<file path="src/gakf_pkg.sv">
// Shared constants, types and fixed-point helpers for the angle and bias filter.
`default_nettype none
package gakf_pkg;

	localparam int WORD_BITS = 32;
	localparam int FRAC_BITS = 16;
	localparam int QUO_BITS  = WORD_BITS + FRAC_BITS;
	localparam int MAG_BITS  = 2 * WORD_BITS + 1 - FRAC_BITS;
	localparam int CNT_BITS  = $clog2(QUO_BITS);

	localparam int DT_BITS = 17;
	localparam int QN_BITS = 17;
	localparam int R_BITS  = 21;

	localparam logic [1:0] REG_TIME_STEP = 2'd0;
	localparam logic [1:0] REG_ANGLE_Q   = 2'd1;
	localparam logic [1:0] REG_BIAS_Q    = 2'd2;
	localparam logic [1:0] REG_MEAS_R    = 2'd3;

	localparam logic [DT_BITS-1:0] DT_RESET = 17'd6554;
	localparam logic [QN_BITS-1:0] QA_RESET = 17'd66;
	localparam logic [QN_BITS-1:0] QB_RESET = 17'd197;
	localparam logic [R_BITS-1:0]  R_RESET  = 21'd32768;

	typedef logic signed [WORD_BITS-1:0] word_t;
	typedef logic [WORD_BITS-1:0] umag_t;
	typedef logic [MAG_BITS-1:0] wmag_t;

	localparam word_t COV_RESET = word_t'(1) <<< (FRAC_BITS - 1);

	localparam logic [4:0] OP_NOP   = 5'd0;
	localparam logic [4:0] OP_LOAD  = 5'd1;
	localparam logic [4:0] OP_DIFF  = 5'd2;
	localparam logic [4:0] OP_MUL   = 5'd3;
	localparam logic [4:0] OP_ANG   = 5'd4;
	localparam logic [4:0] OP_SUMC  = 5'd5;
	localparam logic [4:0] OP_NOISE = 5'd6;
	localparam logic [4:0] OP_P03   = 5'd7;
	localparam logic [4:0] OP_P12   = 5'd8;
	localparam logic [4:0] OP_DEN   = 5'd9;
	localparam logic [4:0] OP_DIV   = 5'd10;
	localparam logic [4:0] OP_ERR   = 5'd11;
	localparam logic [4:0] OP_BIAS  = 5'd12;
	localparam logic [4:0] OP_CAA   = 5'd13;
	localparam logic [4:0] OP_CAB   = 5'd14;
	localparam logic [4:0] OP_CBA   = 5'd15;
	localparam logic [4:0] OP_CBB   = 5'd16;
	localparam logic [4:0] OP_OUT   = 5'd17;

	localparam logic [2:0] MS_DT_TMP  = 3'd0;
	localparam logic [2:0] MS_DT_CBB  = 3'd1;
	localparam logic [2:0] MS_K0_ERR  = 3'd2;
	localparam logic [2:0] MS_K1_ERR  = 3'd3;
	localparam logic [2:0] MS_K0_P0   = 3'd4;
	localparam logic [2:0] MS_K0_P1   = 3'd5;
	localparam logic [2:0] MS_K1_P0   = 3'd6;
	localparam logic [2:0] MS_K1_P1   = 3'd7;

	typedef struct packed {
		logic [4:0] op;
		logic [2:0] msel;
	} cmd_t;

	typedef struct packed {
		logic div_last;
		logic out_free;
	} sts_t;

	function automatic word_t sat_word(input logic signed [WORD_BITS:0] s);
		word_t r;
		if (s[WORD_BITS] != s[WORD_BITS-1]) begin
			r = s[WORD_BITS] ? {1'b1, {(WORD_BITS-1){1'b0}}} : {1'b0, {(WORD_BITS-1){1'b1}}};
		end else begin
			r = s[WORD_BITS-1:0];
		end
		return r;
	endfunction

	function automatic umag_t mag(input word_t v);
		umag_t r;
		r = v[WORD_BITS-1] ? umag_t'(-v) : umag_t'(v);
		return r;
	endfunction

	function automatic word_t signed_res(input wmag_t m, input logic neg);
		wmag_t lim;
		wmag_t mm;
		lim = neg ? (wmag_t'(1) << (WORD_BITS - 1)) : ((wmag_t'(1) << (WORD_BITS - 1)) - 1'b1);
		mm = (m > lim) ? lim : m;
		return neg ? word_t'(-mm) : word_t'(mm);
	endfunction

endpackage
`default_nettype wire

</file>
<file path="src/gakf_ctrl.sv">
// Sequencer that steps the datapath through predict, gain, correct and update.
`default_nettype none
module gakf_ctrl
	import gakf_pkg::*;
(
	input  wire logic clk,
	input  wire logic arst_n,
	input  wire logic s_tvalid,
	output logic      s_tready,
	input  sts_t      sts,
	output cmd_t      cmd
);

	localparam logic [4:0] S_IDLE = 5'd0;
	localparam logic [4:0] S_DIFF = 5'd1;
	localparam logic [4:0] S_M1   = 5'd2;
	localparam logic [4:0] S_A1   = 5'd3;
	localparam logic [4:0] S_SUMC = 5'd4;
	localparam logic [4:0] S_M2   = 5'd5;
	localparam logic [4:0] S_A2   = 5'd6;
	localparam logic [4:0] S_P03  = 5'd7;
	localparam logic [4:0] S_M3   = 5'd8;
	localparam logic [4:0] S_P12  = 5'd9;
	localparam logic [4:0] S_DEN  = 5'd10;
	localparam logic [4:0] S_DIV  = 5'd11;
	localparam logic [4:0] S_ERR  = 5'd12;
	localparam logic [4:0] S_M4   = 5'd13;
	localparam logic [4:0] S_A4   = 5'd14;
	localparam logic [4:0] S_M5   = 5'd15;
	localparam logic [4:0] S_A5   = 5'd16;
	localparam logic [4:0] S_M6   = 5'd17;
	localparam logic [4:0] S_A6   = 5'd18;
	localparam logic [4:0] S_M7   = 5'd19;
	localparam logic [4:0] S_A7   = 5'd20;
	localparam logic [4:0] S_M8   = 5'd21;
	localparam logic [4:0] S_A8   = 5'd22;
	localparam logic [4:0] S_M9   = 5'd23;
	localparam logic [4:0] S_A9   = 5'd24;
	localparam logic [4:0] S_OUT  = 5'd25;

	logic [4:0] state_q;
	logic [4:0] state_nxt;

	assign s_tready = (state_q == S_IDLE);

	always_comb begin
		cmd.op = OP_NOP;
		cmd.msel = MS_DT_TMP;
		state_nxt = state_q + 5'd1;
		unique case (state_q)
			S_IDLE: begin
				cmd.op = s_tvalid ? OP_LOAD : OP_NOP;
				state_nxt = s_tvalid ? S_DIFF : S_IDLE;
			end
			S_DIFF: cmd.op = OP_DIFF;
			S_M1:   cmd.op = OP_MUL;
			S_A1:   cmd.op = OP_ANG;
			S_SUMC: cmd.op = OP_SUMC;
			S_M2:   cmd.op = OP_MUL;
			S_A2:   cmd.op = OP_NOISE;
			S_P03:  cmd.op = OP_P03;
			S_M3: begin
				cmd.op = OP_MUL;
				cmd.msel = MS_DT_CBB;
			end
			S_P12:  cmd.op = OP_P12;
			S_DEN:  cmd.op = OP_DEN;
			S_DIV: begin
				cmd.op = OP_DIV;
				state_nxt = sts.div_last ? S_ERR : S_DIV;
			end
			S_ERR:  cmd.op = OP_ERR;
			S_M4: begin
				cmd.op = OP_MUL;
				cmd.msel = MS_K0_ERR;
			end
			S_A4:   cmd.op = OP_ANG;
			S_M5: begin
				cmd.op = OP_MUL;
				cmd.msel = MS_K1_ERR;
			end
			S_A5:   cmd.op = OP_BIAS;
			S_M6: begin
				cmd.op = OP_MUL;
				cmd.msel = MS_K0_P0;
			end
			S_A6:   cmd.op = OP_CAA;
			S_M7: begin
				cmd.op = OP_MUL;
				cmd.msel = MS_K0_P1;
			end
			S_A7:   cmd.op = OP_CAB;
			S_M8: begin
				cmd.op = OP_MUL;
				cmd.msel = MS_K1_P0;
			end
			S_A8:   cmd.op = OP_CBA;
			S_M9: begin
				cmd.op = OP_MUL;
				cmd.msel = MS_K1_P1;
			end
			S_A9:   cmd.op = OP_CBB;
			S_OUT: begin
				cmd.op = OP_OUT;
				state_nxt = sts.out_free ? S_IDLE : S_OUT;
			end
			default: state_nxt = S_IDLE;
		endcase
	end

	always_ff @(posedge clk or negedge arst_n) begin
		if (!arst_n) begin
			state_q <= S_IDLE;
		end else begin
			state_q <= state_nxt;
		end
	end

`ifndef ASSERT_OFF
	a_div_hold: assert property (@(posedge clk) disable iff (!arst_n)
		(state_q == S_DIV && !sts.div_last) |=> (state_q == S_DIV))
		else $error("divide left before its last iteration");
	a_out_done: assert property (@(posedge clk) disable iff (!arst_n)
		(state_q == S_OUT && sts.out_free) |=> (state_q == S_IDLE))
		else $error("result handoff did not return to idle");
	a_start: assert property (@(posedge clk) disable iff (!arst_n)
		(state_q == S_IDLE && s_tvalid) |=> (state_q == S_DIFF))
		else $error("accepted transfer did not start the sequence");
`endif

endmodule
`default_nettype wire

</file>
<file path="config.mk">
export PLATFORM = sky130hd
export DESIGN_NAME = gakf_ctrl
export DESIGN_NICKNAME = d
export VERILOG_FILES = /design/src/gakf_pkg.sv /design/src/gakf_ctrl.sv
export SDC_FILE = /design/constraint.sdc
export NUM_CORES = 1
export LEC_CHECK = 0
export BUFFER_PORTS_ARGS = -buffer_cell sky130_fd_sc_hd__buf_2
export CORE_AREA = 2 2 39 41
export CTS_BUF_LIST = sky130_fd_sc_hd__clkbuf_16
export DETAILED_ROUTE_END_ITERATION = 10
export DIE_AREA = 0 0 41 43
export PLACE_DENSITY = 0.83
export SYNTH_ARGS = -nofsm -noshare
export SYNTH_HDL_FRONTEND = slang
export SYNTH_SLANG_ARGS = --single-unit
</file>
<file path="constraint.sdc">
create_clock -name clk -period 2.5 [get_ports clk]
set_input_delay 0.375 -clock clk [delete_from_list [all_inputs] [get_ports clk]]
set_output_delay 0.375 -clock clk [all_outputs]
set_load 0.03 [all_outputs]
</file>
==> results.txt, run 1 <==
----------------------------------------------------
[Status]
  Result of the run ... finished clean

[Global routing]
  Wire length of the first global-routing pass ... between 2000 and 3000 microns
  Total gr overflow ... 0
  Total global routing track utilization ... 22.8%
  Number of global-route vias before repair ... 635
  Initial antenna violation count ... 0
  Largest net degree at the start of global routing ... 18

[Layout]
  Layout overhead on the synthesized area ... 37.6%
  Most used cells in the layout excluding fill and tap cells ... sky130_fd_sc_hd__buf_2, sky130_fd_sc_hd__buf_4, sky130_fd_sc_hd__o21ai_0
  Largest register FFs ... 5
  Final Net Count ... 115
  Fraction of final layout cells sized beyond drive strength 1 ... 31.7%
  Most common cell after layout, fill and taps aside ... sky130_fd_sc_hd__buf_2
  Utilization after layout ... between 60 and 70%
  N_diodes ... 0
  Largest registers ... state_q: 5 flops
  Register name with the most flops ... state_q

[Clock network]
  Clock latency on the worst-skew pair ... 230 ps
  Bufs on Longest Clock Path ... 2
  Clock tree from TritonCTS ... built
  Clk Tree Root Cell ... sky130_fd_sc_hd__clkbuf_16
  Num CTS Buffers ... 3
  Clock tree sinks ... 5
  Number of levels in the clock H-tree ... 1
  CTS clk-pin slew, worst paths ... 30 ps

[Critical path]
  Cell-by-cell listing of the critical path ... ha_4 > and3_1 > ha_2 > a31oi_4 > o311ai_4 > a311o_1 > buf_4
  Worst R2R Path Depth ... 7
  Critical path class ... reg -> out
  WP data required ... approximately 2100 ps
  Max Fanout on Critical Path ... 6
  Reg2Reg Launch Point ... state_q[0]
  Largest stage delay on the critical path ... roughly 440 ps
  Startpoint of the worst setup timing path ... state_q[0]
  Register-to-Register Setup Slack ... 590 ps
  Slowest stage cell, crit path ... sky130_fd_sc_hd__dfrtp_2
  Worst EP arrival ... 2020 ps
  Worst setup EP type ... output port
  R2r endpoint ... state_q[1]
  Critical path launch point type ... flip-flop

[Timing]
  Worst Max-Slew Pin Slew ... between 400 and 500 ps
  Final setup viols ... 0
  Worst setup margin ... 100 ps
  Final hold vios ... 0
  Worst hold-check slack ... 373 ps
  Max-slew headroom ... 67.7%
  Aggregate negative setup slack ... 0 ps
  Period Utilization, post-route ... 96.0%
  Maximum achievable frequency ... 417 MHz
  Clock skew after layout ... between 3 and 4 ps
  Unrepaired setup endpoints after global routing ... false
  Count of final max-slew check failures ... 0
  Post-layout minimum cycle time ... 2400 ps

[Synthesis]
  Dominant synthesized flop cell ... sky130_fd_sc_hd__dfrtp_1
  Post-synth EDFFs ... 0
  Post-synth net total ... 94
  Ys async rst share ... 100%
  Synth Warn # ... 0
  Post-synthesis cell type count ... 37
  Part of the Yosys area used for sequential elements ... 19.3%
  Post-Syn Area ... 649 sq um
  Total of flip-flops plus latches after synthesis ... 5
  Cell count after synthesis ... 84
  Synthesized area per cell ... 7.73 sq um

[Drt]
  Vias post-DR ... 718
  Number of DRC markers after the initial detailed-route iteration ... 36
  Detail-routed net length per standard cell ... 15.5 microns
  TritonRoute pass-1 iters ... 4
  Via-per-instance ratio ... about 6
  Number of DRC violations after detailed routing ... 0
  Routed wire length ... 1860 microns
  Post-detailed-route count of antenna-violating nets ... 0

[Pwr]
  VDD IR-drop max ... approximately 0.00078 V
  Net switching power ... 0.502 mW
  Sequential share of power ... 13.8%
  Part of the power in combinational logic ... 62.6%
  Total power divided by cell area ... ~1200 nW/um^2
  Clock Power Share ... about a quarter
  Leak pwr ... 0.451 nW
  Fraction of power spent switching nets ... between 40 and 50%
  Internal power component ... 0.588 mW

[Place]
  HPWL Detailed ... 1260 microns
  Port Buffers ... 13
  Final estimated routing congestion in global placement ... ~0.85
  Worst setup slack before clock tree synthesis ... about 150 ps

[Floorplan]
  Top Ports ... 14
  DIE WIDTH ... 41 microns
  Die Y ... 43 microns
  Initial standard-cell utilization of the core ... between 40% and 50%
  Placeable core region ... 1380 sq um
  Area of the die ... about 1800 sq um
  Row count ... 14

[Hold path]
  Type of the worst min-delay path ... in -> reg
  Worst hold path stage count ... 2
  Worst Hold End ... state_q[1]
  Hold_sp ... sts[1]

[Flow run]
  Number of maximum-capacitance constraint violations ... 0

----------------------------------------------------
[cell families after synthesis]
family / synth area share (%)
simple gates: 25.8
buf+inv: 7.90
compound gates: 34.7
flops: 19.3
fa+ha+maj: 9.63
xor+xnor: 2.70
[synth_stat cells, types with 2 or more instances]
| cell type | instances | share of area [%] |
|---|---|---|
| sky130_fd_sc_hd__buf_2 | 5 | 3.9 |
| sky130_fd_sc_hd__nor2_1 | 3 | 1.7 |
| sky130_fd_sc_hd__inv_1 | 5 | 2.9 |
| sky130_fd_sc_hd__o21ai_0 | 7 | 5.4 |
| sky130_fd_sc_hd__and3_1 | 2 | 1.9 |
| sky130_fd_sc_hd__o211a_1 | 2 | 3.1 |
| sky130_fd_sc_hd__o21ai_1 | 3 | 2.3 |
| sky130_fd_sc_hd__nand2b_1 | 5 | 4.8 |
| sky130_fd_sc_hd__a21oi_1 | 6 | 4.6 |
| sky130_fd_sc_hd__dfrtp_1 | 5 | 19 |
| sky130_fd_sc_hd__ha_1 | 5 | 9.6 |
| sky130_fd_sc_hd__nand2_1 | 5 | 2.9 |
| sky130_fd_sc_hd__nor2b_1 | 4 | 3.9 |
| sky130_fd_sc_hd__nand3_1 | 4 | 3.1 |
[critical path: cells and delay by family, from the launching register on]
kind / cells / cell delay, ps
DFF: 1 / 440
adders and majority gates: 2 / 380
and+or+nand+nor: 1 / 180
buffers and inverters: 1 / 170
AOI/OAI and AO/OA: 3 / 630
[worst max path at each step]
stage                   to  slack [ps]  depth (start not counted)
floorplan           cmd[4]         190                          7
global placement    cmd[4]         180                          7
detailed placement  cmd[4]         150                          7
CTS                 cmd[4]           7                          7
finish              cmd[4]         100                          7
global route        cmd[4]          30                          7
[what timing repair did]
item                                    4_1_cts  5_1_grt
endpoints found under the setup margin        1        1
gates resized for setup                       3        6
pin swaps                                     0        3
hold buffers                                  1        0
hold endpoints to repair                      5        0
buffers inserted                              0        1
[layout make-up]
class                           count  area (sq um)
Clock inverter                      1          3.75
Fill cell                         116           490
Tap cell                           16          20.0
Clock buffer                        3          75.1
Timing Repair Buffer               22           138
Inverter                            6          22.5
Sequential cell                     5           128
Multi-Input combinational cell     67           507
[power groups by stage]
stage | combinational (mW) | clock [mW] | sequential [mW]
after CTS | 0.659 | 0.260 | 0.139
final | 0.682 | 0.257 | 0.151
after detailed placement | 0.631 | 0 | 0.141
after global placement | 0.620 | 0 | 0.136
after floorplan | 0.483 | 0 | 0.120
after global routing | 0.731 | 0.266 | 0.157
[per-stage QoR]
step / power [mW] / cells / cell area [sq um]
floorplan: 0.603 / 84 / 649
global placement: 0.756 / 114 / 758
detailed placement: 0.772 / 114 / 758
CTS: 1.06 / 119 / 868
global route: 1.15 / 120 / 893
finish: 1.09 / 120 / 893
[metal layers]
metal,vias up,wire [microns],track usage [%]
met2,31,944,38.4
met5,-,0,0
met1,339,790,28.2
met4,0,0,3.33
li1,348,-,-
met3,0,122,6.28
Power figures use the tool's default switching activity.
==> run 2, diff against run 1 <==
--- a/config.mk
+++ b/config.mk
@@ -6,11 +6,13 @@
 export NUM_CORES = 1
 export LEC_CHECK = 0
 export BUFFER_PORTS_ARGS = -buffer_cell sky130_fd_sc_hd__buf_2
-export CORE_AREA = 2 2 39 41
+export CELL_PAD_IN_SITES_DETAIL_PLACEMENT = 0
+export CELL_PAD_IN_SITES_GLOBAL_PLACEMENT = 1
+export CORE_MARGIN = 2
+export CORE_UTILIZATION = 37
 export CTS_BUF_LIST = sky130_fd_sc_hd__clkbuf_16
 export DETAILED_ROUTE_END_ITERATION = 10
-export DIE_AREA = 0 0 41 43
-export PLACE_DENSITY = 0.83
+export PLACE_DENSITY = 0.85
 export SYNTH_ARGS = -nofsm -noshare
 export SYNTH_HDL_FRONTEND = slang
 export SYNTH_SLANG_ARGS = --single-unit
==> constraint.sdc (replaced) <==
create_clock -name clk -period 2.5 [get_ports clk]
set_input_delay 0.375 -clock clk [delete_from_list [all_inputs] [get_ports clk]]
set_output_delay 0.375 -clock clk [all_outputs]
set_load 0.01 [all_outputs]
==> results.txt, run 2 (synthesis gave the netlist of run 1 again) <==
----------------------------------------------------
[Pwr]
  Sequential share of power ... 15.0%
  VDD IR-drop max ... 0.000734 V
  Leak pwr ... 0.476 nW
  Clock Power Share ... 24.8%
  Fraction of power spent switching nets ... about two fifths
  Total power divided by cell area ... 1110 nW/um^2
  Internal power component ... roughly 0.6 mW
  Part of the power in combinational logic ... 60.2%
  Net switching power ... 0.424 mW

[Global routing]
  Largest net degree at the start of global routing ... 13
  Total gr overflow ... 0
  Initial antenna violation count ... 0
  Total global routing track utilization ... 18.3%
  Wire length of the first global-routing pass ... 2790 microns
  Number of global-route vias before repair ... 648

[Timing]
  Worst setup margin ... 80.2 ps
  Period Utilization, post-route ... a little over nine tenths
  Worst hold-check slack ... 386 ps
  Clock skew after layout ... 3.20 ps
  Worst Max-Slew Pin Slew ... 467 ps
  Count of final max-slew check failures ... 0
  Post-layout minimum cycle time ... 2420 ps
  Max-slew headroom ... 68.8%
  Aggregate negative setup slack ... 0 ps
  Final setup viols ... 0
  Unrepaired setup endpoints after global routing ... false
  Maximum achievable frequency ... between 400 and 500 MHz
  Final hold vios ... 0

[Critical path]
  Critical path class ... reg -> out
  Max Fanout on Critical Path ... 6
  Slowest stage cell, crit path ... sky130_fd_sc_hd__dfrtp_2
  Worst setup EP type ... output port
  WP data required ... about 2100 ps
  Worst EP arrival ... 2040 ps
  Largest stage delay on the critical path ... 440 ps
  Kind of cell with the highest combined delay on the critical path ... compound AO/OA/AOI/OAI gates
  Critical path launch point type ... flip-flop
  Cell-by-cell listing of the critical path ... ha_4 > buf_4 > or2_1 > a32oi_2 > o311ai_4 > a311o_1 > buf_2
  Buffers and inverters on the worst path ... 2

[Layout]
  Most used cells in the layout excluding fill and tap cells ... sky130_fd_sc_hd__buf_2, sky130_fd_sc_hd__buf_4, sky130_fd_sc_hd__o21ai_0
  Fraction of final layout cells sized beyond drive strength 1 ... 33.9%
  Layout overhead on the synthesized area ... 42.8%
  Final Net Count ... between 100 and 150
  Register name with the most flops ... state_q
  Largest registers ... state_q: 5 flops
  Largest register FFs ... 5
  N_diodes ... 0

[Floorplan]
  Die Y ... between 40 and 50 microns
  Initial standard-cell utilization of the core ... 38.4%
  Placeable core region ... 1690 sq um
  Top Ports ... 14
  DIE WIDTH ... around 46 microns
  Row count ... 15
  Area of the die ... ~2100 sq um

[Clock network]
  CTS clk-pin slew, worst paths ... 30 ps
  Clock tree from TritonCTS ... built
  Num CTS Buffers ... 3
  Number of levels in the clock H-tree ... 1
  Clock latency on the worst-skew pair ... 230 ps
  Bufs on Longest Clock Path ... 2
  Clock tree sinks ... 5
  Clk Tree Root Cell ... sky130_fd_sc_hd__clkbuf_16

[Place]
  Final estimated routing congestion in global placement ... 0.855
  Port Buffers ... 13
  HPWL Detailed ... 1300 microns
  Worst setup slack before clock tree synthesis ... 158 ps

[Drt]
  TritonRoute pass-1 iters ... 5
  Number of DRC markers after the initial detailed-route iteration ... 32
  Vias post-DR ... 759
  Number of DRC violations after detailed routing ... 0
  Post-detailed-route count of antenna-violating nets ... 0
  Detail-routed net length per standard cell ... 14.6 microns
  Routed wire length ... 1840 microns
  Via-per-instance ratio ... 6.02

[Hold path]
  Type of the worst min-delay path ... in -> reg

[Status]
  Result of the run ... finished clean

[Flow run]
  Number of maximum-capacitance constraint violations ... 0

----------------------------------------------------
-- run 2: cell count changes in the layout (fill, tap and decap cells not counted), sizes merged --
cell  delta
buf      +5
-- run 2: final timing paths --
| path | startpoint | cells after the start | slack [ps] | endpoint |
|---|---|---|---|---|
| max in group asynchronous | arst_n | 2 | 1860 | state_q[1] |
| min in group asynchronous | arst_n | 2 | 490 | state_q[3] |
| hold reg to reg | state_q[0] | 1 | 540 | state_q[0] |
| setup / recovery | state_q[0] | 7 | 80 | cmd[4] |
| hold / removal | sts[1] | 2 | 390 | state_q[1] |
| setup reg to reg | state_q[0] | 8 | 400 | state_q[3] |
-- run 2: power by group through the flow --
stage	registers, mW	logic [mW]	clock network [mW]
floorplan	0.120	0.404	0
global placement	0.143	0.546	0
detailed placement	0.143	0.548	0
CTS	0.143	0.580	0.259
global route	0.157	0.676	0.268
finish	0.154	0.619	0.256
-- run 2: layout make-up --
class | count | area, sq um
tap | 17 | 21.3
sequential | 5 | 128
clock inverter | 1 | 3.75
multi-input combinational | 67 | 504
inverter | 6 | 22.5
timing repair buffer | 27 | 173
fill | 158 | 762
clock buffer | 3 | 75.1
-- run 2: per-layer routing --
metal | global-route usage [%] | wire length [microns]
met1 | 22.6 | 765
met2 | 30.8 | 903
met3 | 7.54 | 155
met4 | 1.14 | 16
met5 | 0 | 0
-- run 2: stage by stage --
step,power (mW),utilization [%],std cells,instance area (sq um)
floorplan,0.524,-,84,649
global placement,0.689,45.9,117,774
detailed placement,0.691,45.9,117,774
CTS,0.982,52.8,123,892
global route,1.10,54.9,126,927
finish,1.03,54.9,126,927
-- run 2: repair_timing --
item                                    4_1_cts  5_1_grt
endpoints found under the setup margin        1        2
endpoints found under the hold margin         5        0
hold buffers                                  1        0
resized for setup                             3        3
pin swaps                                     2        4
buffers inserted                              1        3
